$ cat config.mk
export PLATFORM = sky130hd
export DESIGN_NAME = gemm_b_pair_interleave_packer
export DESIGN_NICKNAME = d
export VERILOG_FILES = /design/src/hdl/gbpi_pkg.sv /design/src/hdl/gbpi_front.sv /design/src/hdl/gbpi_job_fifo.sv /design/src/hdl/gbpi_back.sv /design/src/hdl/gemm_b_pair_interleave_packer.sv
export SDC_FILE = /design/constraint.sdc
export NUM_CORES = 2
export LEC_CHECK = 0
export BUFFER_PORTS_ARGS = -buffer_cell sky130_fd_sc_hd__clkbuf_2
export CAP_MARGIN = 5
export CORE_AREA = 4 4 323 405
export CTS_CLUSTER_SIZE = 25
export DETAILED_ROUTE_END_ITERATION = 10
export DIE_AREA = 0 0 327 409
export PLACE_DENSITY_LB_ADDON = 0.12
export SYNTH_ARGS = -nofsm -noshare
export SYNTH_HDL_FRONTEND = slang
export SYNTH_HIERARCHICAL = 1
export SYNTH_SLANG_ARGS = --single-unit
$ cat constraint.sdc
create_clock -name clk -period 36.3 [get_ports clk]
set_input_delay 3.63 -clock clk [delete_from_list [all_inputs] [get_ports clk]]
set_output_delay 3.63 -clock clk [all_outputs]
set_load 0.05 [all_outputs]
$ cat src/hdl/gbpi_pkg.sv
`timescale 1ns / 1ps
// Shared constants, register indexes and types of the pair-interleave packer.
package gbpi_pkg;

  localparam int MaxK       = 512;
  localparam int MaxN       = 4096;
  localparam int PanelWidth = 32;
  localparam int HalfPanel  = 16;
  localparam int RowW       = 10;
  localparam int ColW       = 13;
  localparam int OfsW       = 21;
  localparam int LaneW      = 64;
  localparam int ChunkW     = 128;
  localparam int JobW       = PanelWidth * 16;

  localparam logic [0:0] RegRowCount    = 1'b0;
  localparam logic [0:0] RegColumnCount = 1'b1;

  localparam logic [RowW-1:0] RowCountReset    = 10'd2;
  localparam logic [ColW-1:0] ColumnCountReset = 13'd32;

  localparam logic [6:0] PackedRowStride = 7'd64;
  localparam logic [5:0] PackedColStride = 6'd32;

  typedef struct packed {
    logic            restart;
    logic [RowW-1:0] rows;
    logic [ColW-1:0] cols;
  } cfg_t;

  typedef struct packed {
    logic [JobW-1:0] data;
    logic [OfsW-1:0] base;
    logic            wide;
    logic            done;
  } job_t;

endpackage

$ cat src/hdl/gbpi_front.sv
`timescale 1ns / 1ps
// Front end: tracks the row and panel position, holds even rows and forms row-pair jobs.
module gbpi_front (
  input  logic                         clk,
  input  logic                         rst,
  input  gbpi_pkg::cfg_t               cfg,
  input  logic                         push,
  output logic                         full,
  input  logic [gbpi_pkg::LaneW-1:0]   lane_bytes_0,
  input  logic [gbpi_pkg::LaneW-1:0]   lane_bytes_1,
  input  logic [gbpi_pkg::LaneW-1:0]   lane_bytes_2,
  input  logic [gbpi_pkg::LaneW-1:0]   lane_bytes_3,
  output gbpi_pkg::job_t               job,
  output logic                         job_push,
  input  logic                         job_full
);
  import gbpi_pkg::*;

  logic [RowW-1:0]          row_index, row_index_next;
  logic [ColW-1:0]          panel_start_col, panel_start_col_next;
  logic [PanelWidth-1:0][7:0] held_even_row;

  logic [RowW-1:0]          r;
  logic [ColW-1:0]          psc;
  logic [ColW-1:0]          rem;
  logic                     wide;
  logic [5:0]               valid;
  logic                     last_row;
  logic                     last_panel;
  logic                     emits;
  logic                     accept;
  logic [RowW-1:0]          k_even;
  logic [22:0]              product;
  logic [14:0]              row_term;
  logic [ColW:0]            col_sum;
  logic [PanelWidth*8-1:0]  row_bits;

  assign row_bits = {lane_bytes_3, lane_bytes_2, lane_bytes_1, lane_bytes_0};

  always_comb begin
    r        = (row_index >= cfg.rows) ? '0 : row_index;
    psc      = (panel_start_col >= cfg.cols) ? '0 : panel_start_col;
    rem      = cfg.cols - psc;
    wide     = rem >= ColW'(PanelWidth);
    if (wide) begin
      valid = 6'(PanelWidth);
    end else if (rem >= ColW'(HalfPanel)) begin
      valid = 6'(HalfPanel);
    end else begin
      valid = rem[5:0];
    end
    last_row   = ({1'b0, r} + 11'd1) >= {1'b0, cfg.rows};
    emits      = r[0] || last_row;
    k_even     = cfg.rows + {{(RowW-1){1'b0}}, cfg.rows[0]};
    product    = 23'(psc) * 23'(k_even);
    row_term   = wide ? {r[9:1], 6'b0} : {1'b0, r[9:1], 5'b0};
    col_sum    = {1'b0, psc} + (ColW+1)'(valid);
    last_panel = col_sum >= {1'b0, cfg.cols};
  end

  assign full     = job_full;
  assign accept   = push && !full;
  assign job_push = accept && emits;

  always_comb begin
    job.base = product[OfsW-1:0] + OfsW'(row_term);
    job.wide = wide;
    job.done = last_row && last_panel;
    for (int j = 0; j < PanelWidth; j++) begin
      if (6'(j) < valid) begin
        job.data[16*j +: 8]   = r[0] ? held_even_row[j] : row_bits[8*j +: 8];
        job.data[16*j+8 +: 8] = r[0] ? row_bits[8*j +: 8] : 8'h00;
      end else begin
        job.data[16*j +: 16]  = 16'h0000;
      end
    end
  end

  always_comb begin
    row_index_next       = row_index;
    panel_start_col_next = panel_start_col;
    if (cfg.restart) begin
      row_index_next       = '0;
      panel_start_col_next = '0;
    end else if (accept) begin
      if (last_row) begin
        row_index_next       = '0;
        panel_start_col_next = last_panel ? '0 : col_sum[ColW-1:0];
      end else begin
        row_index_next       = r + 10'd1;
        panel_start_col_next = psc;
      end
    end
  end

  always_ff @(posedge clk) begin
    if (rst) begin
      row_index       <= '0;
      panel_start_col <= '0;
    end else begin
      row_index       <= row_index_next;
      panel_start_col <= panel_start_col_next;
    end
  end

  always_ff @(posedge clk) begin
    if (accept && !emits) begin
      held_even_row <= row_bits;
    end
  end

endmodule

$ cat src/hdl/gbpi_job_fifo.sv
`timescale 1ns / 1ps
// Two-entry queue of row-pair jobs between the front and the back end.
module gbpi_job_fifo (
  input  logic           clk,
  input  logic           rst,
  input  logic           push,
  input  gbpi_pkg::job_t wr_job,
  output logic           full,
  input  logic           pop,
  output gbpi_pkg::job_t rd_job,
  output logic           valid
);
  import gbpi_pkg::*;

  job_t       entries [2];
  logic       wr_ptr;
  logic       rd_ptr;
  logic [1:0] count;

  assign full   = count == 2'd2;
  assign valid  = count != 2'd0;
  assign rd_job = entries[rd_ptr];

  always_ff @(posedge clk) begin
    if (rst) begin
      wr_ptr <= 1'b0;
      rd_ptr <= 1'b0;
      count  <= 2'd0;
    end else begin
      if (push) begin
        wr_ptr <= !wr_ptr;
      end
      if (pop) begin
        rd_ptr <= !rd_ptr;
      end
      count <= count + {1'b0, push} - {1'b0, pop};
    end
  end

  always_ff @(posedge clk) begin
    if (push) begin
      entries[wr_ptr] <= wr_job;
    end
  end

endmodule

$ cat src/hdl/gbpi_back.sv
`timescale 1ns / 1ps
// Back end: steps through the chunks of each job into the output register.
module gbpi_back (
  input  logic                       clk,
  input  logic                       rst,
  input  gbpi_pkg::job_t             job,
  input  logic                       job_valid,
  output logic                       job_pop,
  input  logic                       pop,
  output logic                       empty,
  output logic [gbpi_pkg::OfsW-1:0]  dest_offset,
  output logic [gbpi_pkg::LaneW-1:0] chunk_low,
  output logic [gbpi_pkg::LaneW-1:0] chunk_high,
  output logic                       run_last,
  output logic                       matrix_done
);
  import gbpi_pkg::*;

  logic        out_valid;
  logic [1:0]  chunk_sel;
  logic        load;
  logic        last_chunk;
  logic [ChunkW-1:0] chunk;

  assign load       = job_valid && (!out_valid || pop);
  assign last_chunk = job.wide ? (chunk_sel == 2'd3) : (chunk_sel == 2'd1);
  assign job_pop    = load && last_chunk;
  assign empty      = !out_valid;
  assign chunk      = job.data[{chunk_sel, 7'b0} +: ChunkW];

  always_ff @(posedge clk) begin
    if (rst) begin
      out_valid <= 1'b0;
      chunk_sel <= 2'd0;
    end else begin
      if (load) begin
        out_valid <= 1'b1;
        chunk_sel <= last_chunk ? 2'd0 : chunk_sel + 2'd1;
      end else if (pop) begin
        out_valid <= 1'b0;
      end
    end
  end

  always_ff @(posedge clk) begin
    if (load) begin
      dest_offset <= job.base + OfsW'({chunk_sel, 4'b0});
      chunk_low   <= chunk[LaneW-1:0];
      chunk_high  <= chunk[ChunkW-1:LaneW];
      run_last    <= last_chunk;
      matrix_done <= last_chunk && job.done;
    end
  end

endmodule

$ cat src/hdl/gemm_b_pair_interleave_packer.sv
`timescale 1ns / 1ps
// Top level of the pair-interleave packer: register port, front end, job queue and back end.
// The first word of a row pair passes through the job queue and then the output register after the odd row is accepted.
// A 32-wide panel gives four words per row pair, a 16-wide panel two, one word a cycle while pop is held.
// In 32-wide panels the row rate is bounded by the single output register, which holds one word at a time.
// Rows are taken every cycle while the two-entry job queue has room.
// Reset sets row_count to 2, column_count to 32 and the position to row 0 of panel 0.
module gemm_b_pair_interleave_packer (
  input  logic                       clk,
  input  logic                       rst,
  input  logic                       psel,
  input  logic                       penable,
  input  logic                       pwrite,
  input  logic [2:0]                 paddr,
  input  logic [31:0]                pwdata,
  output logic [31:0]                prdata,
  output logic                       pready,
  input  logic                       push,
  output logic                       full,
  input  logic [gbpi_pkg::LaneW-1:0] lane_bytes_0,
  input  logic [gbpi_pkg::LaneW-1:0] lane_bytes_1,
  input  logic [gbpi_pkg::LaneW-1:0] lane_bytes_2,
  input  logic [gbpi_pkg::LaneW-1:0] lane_bytes_3,
  output logic                       empty,
  input  logic                       pop,
  output logic [gbpi_pkg::OfsW-1:0]  dest_offset,
  output logic [gbpi_pkg::LaneW-1:0] chunk_low,
  output logic [gbpi_pkg::LaneW-1:0] chunk_high,
  output logic                       run_last,
  output logic                       matrix_done,
  output logic [6:0]                 packed_row_stride,
  output logic [5:0]                 packed_col_stride
);
  import gbpi_pkg::*;

  logic [RowW-1:0] row_count;
  logic [ColW-1:0] column_count;
  logic            cfg_write;
  cfg_t            cfg;
  job_t            front_job;
  job_t            queue_job;
  logic            job_push;
  logic            job_full;
  logic            job_pop;
  logic            job_valid;

  assign pready    = 1'b1;
  assign cfg_write = psel && penable && pwrite && pready;

  always_ff @(posedge clk) begin
    if (rst) begin
      row_count    <= RowCountReset;
      column_count <= ColumnCountReset;
    end else if (cfg_write) begin
      case (paddr[2])
        RegRowCount:    row_count    <= pwdata[RowW-1:0];
        RegColumnCount: column_count <= pwdata[ColW-1:0];
        default: ;
      endcase
    end
  end

  always_comb begin
    case (paddr[2])
      RegRowCount:    prdata = 32'(row_count);
      RegColumnCount: prdata = 32'(column_count);
      default:        prdata = '0;
    endcase
  end

  always_comb begin
    cfg.restart = cfg_write;
    if (row_count == '0) begin
      cfg.rows = RowW'(1);
    end else if (row_count > RowW'(MaxK)) begin
      cfg.rows = RowW'(MaxK);
    end else begin
      cfg.rows = row_count;
    end
    if (column_count == '0) begin
      cfg.cols = ColW'(1);
    end else if (column_count > ColW'(MaxN)) begin
      cfg.cols = ColW'(MaxN);
    end else begin
      cfg.cols = column_count;
    end
  end

  gbpi_front u_front (
    .clk          (clk),
    .rst          (rst),
    .cfg          (cfg),
    .push         (push),
    .full         (full),
    .lane_bytes_0 (lane_bytes_0),
    .lane_bytes_1 (lane_bytes_1),
    .lane_bytes_2 (lane_bytes_2),
    .lane_bytes_3 (lane_bytes_3),
    .job          (front_job),
    .job_push     (job_push),
    .job_full     (job_full)
  );

  gbpi_job_fifo u_job_fifo (
    .clk    (clk),
    .rst    (rst),
    .push   (job_push),
    .wr_job (front_job),
    .full   (job_full),
    .pop    (job_pop),
    .rd_job (queue_job),
    .valid  (job_valid)
  );

  gbpi_back u_back (
    .clk         (clk),
    .rst         (rst),
    .job         (queue_job),
    .job_valid   (job_valid),
    .job_pop     (job_pop),
    .pop         (pop),
    .empty       (empty),
    .dest_offset (dest_offset),
    .chunk_low   (chunk_low),
    .chunk_high  (chunk_high),
    .run_last    (run_last),
    .matrix_done (matrix_done)
  );

  assign packed_row_stride = PackedRowStride;
  assign packed_col_stride = PackedColStride;

endmodule

==> run summary <==
Hold endpoint: column_count[9]
Setup CP Type: reg2reg
Crit path arrival time: 11,580 ps
Asr flop ratio synth: 0%
Unique cell type count in the Yosys netlist: 92
WL final: 169,000 µm
Layout cells sized above 1: 27.9%
Die span in y: 409 µm
Highest metal used: met5
DRT Pass-1 Iters: 6
RSZ-0062 raised after global routing: no
Setup Buffers After CTS: 0
Mean routed wirelength per cell: 24.7 µm
Iteration-0 DRC count of the detailed router: 3,104
Slowest stage delay, CP: 860 ps
R2R Setup Slk: 25,210 ps
Power Density: 60.3 nW/µm²
Hold depth: 2
Layout area overhead: 12.0%
#FFs+latches synth: 1,531
Post-layout nets: 5,527
Final hold viol count: 0
YS warnings: 6
Critical path's slowest cell: o21a_1
Worst-Skew Late Latency: 770 ps
Period Utilization, post-route: 30.5%
Peak supply drop: 0.0000519 V
# DRC: 0
Worst r2r src: column_count[6]
Dominant synthesized flop cell: edfxtp_1
Critical Path Sink Type: register
DP Cell Count: 6,572
Utilization after layout: 61.5%
CP Max Fanout: 32
Sequential element share of the synthesized area: 65.4%
Core Box Area: 127,000 µm²
CTS buffer count: 150
Starting density of the core: 54.9%
Number of global-route vias before repair: 40,500
Non-filler cells, final: 6,861
Root Driver: clkbuf_16
Max-slew violations: 0
Sink Count: 1,531
Layout fillers: 9,652
Area leader, netlist: edfxtp_1
Max-cap violation count: 0
GRT overflow: 0
Slew @ Worst Pin: 1220 ps
Hold Buf Count CTS: 0
Setup_tns: 0 ps
Cell with the most instances after synthesis: edfxtp_1
Total track usage: 25.1%
I/O pin cnt: 497
Fin crit period: 11,090 ps
CTS tree: done
Min-delay src: column_count[9]
Global-route wire length before repair: 252,000 µm
Crit path required time: 36,790 ps
Cell mode on critical path: ha_1
Synth area leaders: edfxtp_1, mux2_2, mux4_2, nand2_1, mux2_4
Post-synth EDFFs: 1,477
Vias: 39,300
Syn avg cell area: 15.1 µm²
Cell Rows: 146
Final setup vio count: 0
Vias/cell: 5.73
Reg-to-Reg End: u_job_fifo/entries[1][22]
Die Area: 134,000 µm²
Crit start category: register
Reg2Reg Depth: 36
Most frequent cells after synthesis: edfxtp_1, nand2_1, mux2_2
Post-synthesis cell count: 4,605
Dpl hpwl: 104,000 µm
WL met1: 66,400 µm
Maximum clock frequency: 90.2 MHz
Post-CTS Resized: 0
Die X-Extent: 327 µm
Clk_skew: 28.1 ps
CTS H-tree lvls: 4
Final Wtd Congestion: 0.854
Clock transition at path regs: 60 ps
Largest net degree at the start of global routing: 186
Slew margin rel.: 18.1%
I/O Buffers: 442
Met2 WL: 87,500 µm
Min-delay worst type: reg2reg
Bufs on Longest Clock Path: 3
Synthesized cell area: 69,500 µm²
Top cell type's share of synthesized area: 63.8%
Antenna violations before repair: 36
Post-route antenna net violation count: 0
Leak: 28.3 nW
Outcome: complete, no violations
Metal3 WL: 10,300 µm
==> report_power, final <==
part	switching (mW)	leakage (nW)	internal, mW
Sequential	0.0655	14.1	2.26
Clock	0.653	2.26	0.841
Combinational	0.591	11.9	0.283
==> per-layer routing <==
layer | global-route usage, % | vias up
met5 | 0 | -
met4 | 8.25 | 20
met3 | 4.65 | 260
met2 | 43.8 | 1212
met1 | 31.7 | 20100
li1 | - | 17800
==> metrics by stage <==
step / setup WS [ps] / hold slack [ps] / total power [mW] / area (µm²)
2_1_floorplan: 6880 / 445 / 3.10 / 69600
3_3_place_gp: 25320 / 473 / 3.22 / 73100
3_5_place_dp: 25310 / 481 / 3.25 / 73100
4_1_cts: 25220 / 489 / 4.74 / 77800
5_1_grt: 24340 / 511 / 4.87 / 77800
6_report: 25210 / 491 / 4.69 / 77800
==> cell families (layout without fill, tap and decap cells) <==
logic type | Yosys count | in the layout | synth area share, %
AOI/OAI and AO/OA | 441 | 441 | 3.63
xor gates and xnor gates | 73 | 73 | 0.962
adders and majority gates | 208 | 208 | 4.72
buffers and inverters | 426 | 931 | 2.97
DFF | 1531 | 1531 | 65.4
muxes | 677 | 677 | 13.9
other | 3 | 52 | 0.0162
and+or+nand+nor | 1246 | 1246 | 8.45
==> state kept, by name (all words and copies together) (netlist names), named ones only <==
| name | flops |
|---|---|
| column_count | 13 |
| u_back/matrix_done | 1 |
| u_back/dest_offset | 21 |
| u_back/chunk_high | 64 |
| u_front/panel_start_col | 13 |
| u_job_fifo/wr_ptr | 1 |
| u_back/run_last | 1 |
| u_job_fifo/count | 2 |
| row_count | 10 |
| u_job_fifo/rd_ptr | 1 |
| u_back/chunk_low | 64 |
| u_front/row_index | 10 |
| u_job_fifo/entries | 1070 |
| u_front/held_even_row | 256 |
| u_back/out_valid | 1 |
| u_back/chunk_sel | 2 |
==> critical path, delay by kind of cell (launching register included) <==
family | cells | cell delay, ps
adders and majority gates | 7 | 2750
muxes | 1 | 160
and+or+nand+nor | 10 | 2620
xor gates and xnor gates | 1 | 150
buffers and inverters | 3 | 650
DFF | 1 | 360
AOI/OAI and AO/OA | 14 | 4040
==> placed cells by master, fill, tap and decap left out, types with 90 or more instances in the layout <==
cell / n
edfxtp_1: 1477
inv_1: 148
a21oi_1: 339
clkbuf_2: 442
clkbuf_16: 152
fa_1: 90
mux2_2: 395
and3_1: 118
nand2_1: 685
and2_1: 168
nor2_1: 93
ha_1: 117
mux2_4: 150
mux4_2: 128
==> cell type report <==
cell class	instances	area (µm²)	share of cell area, %
Clock inverter	85	712	0.915
Clock buffer	186	3960	5.09
Tap cell	1702	2130	2.74
Timing Repair Buffer	507	2780	3.57
Antenna cell	18	45.0	0.0579
Multi-Input combinational cell	2679	22200	28.5
Sequential cell	1531	45400	58.4
Inverter	153	589	0.757
==> worst max-delay path by stage <==
stage                               start                        end  slack, ps  depth (start not counted)
after floorplan              row_count[1]   u_job_fifo/entries[0][0]       6880                         26
after global placement    column_count[6]  u_job_fifo/entries[0][22]      25320                         36
after detailed placement  column_count[6]  u_job_fifo/entries[0][22]      25310                         36
after CTS                 column_count[6]  u_job_fifo/entries[1][22]      25220                         36
after global routing      column_count[6]  u_job_fifo/entries[0][22]      24340                         36
final                     column_count[6]  u_job_fifo/entries[1][22]      25210                         36
Note: power is estimated with default switching activity, not from simulation.
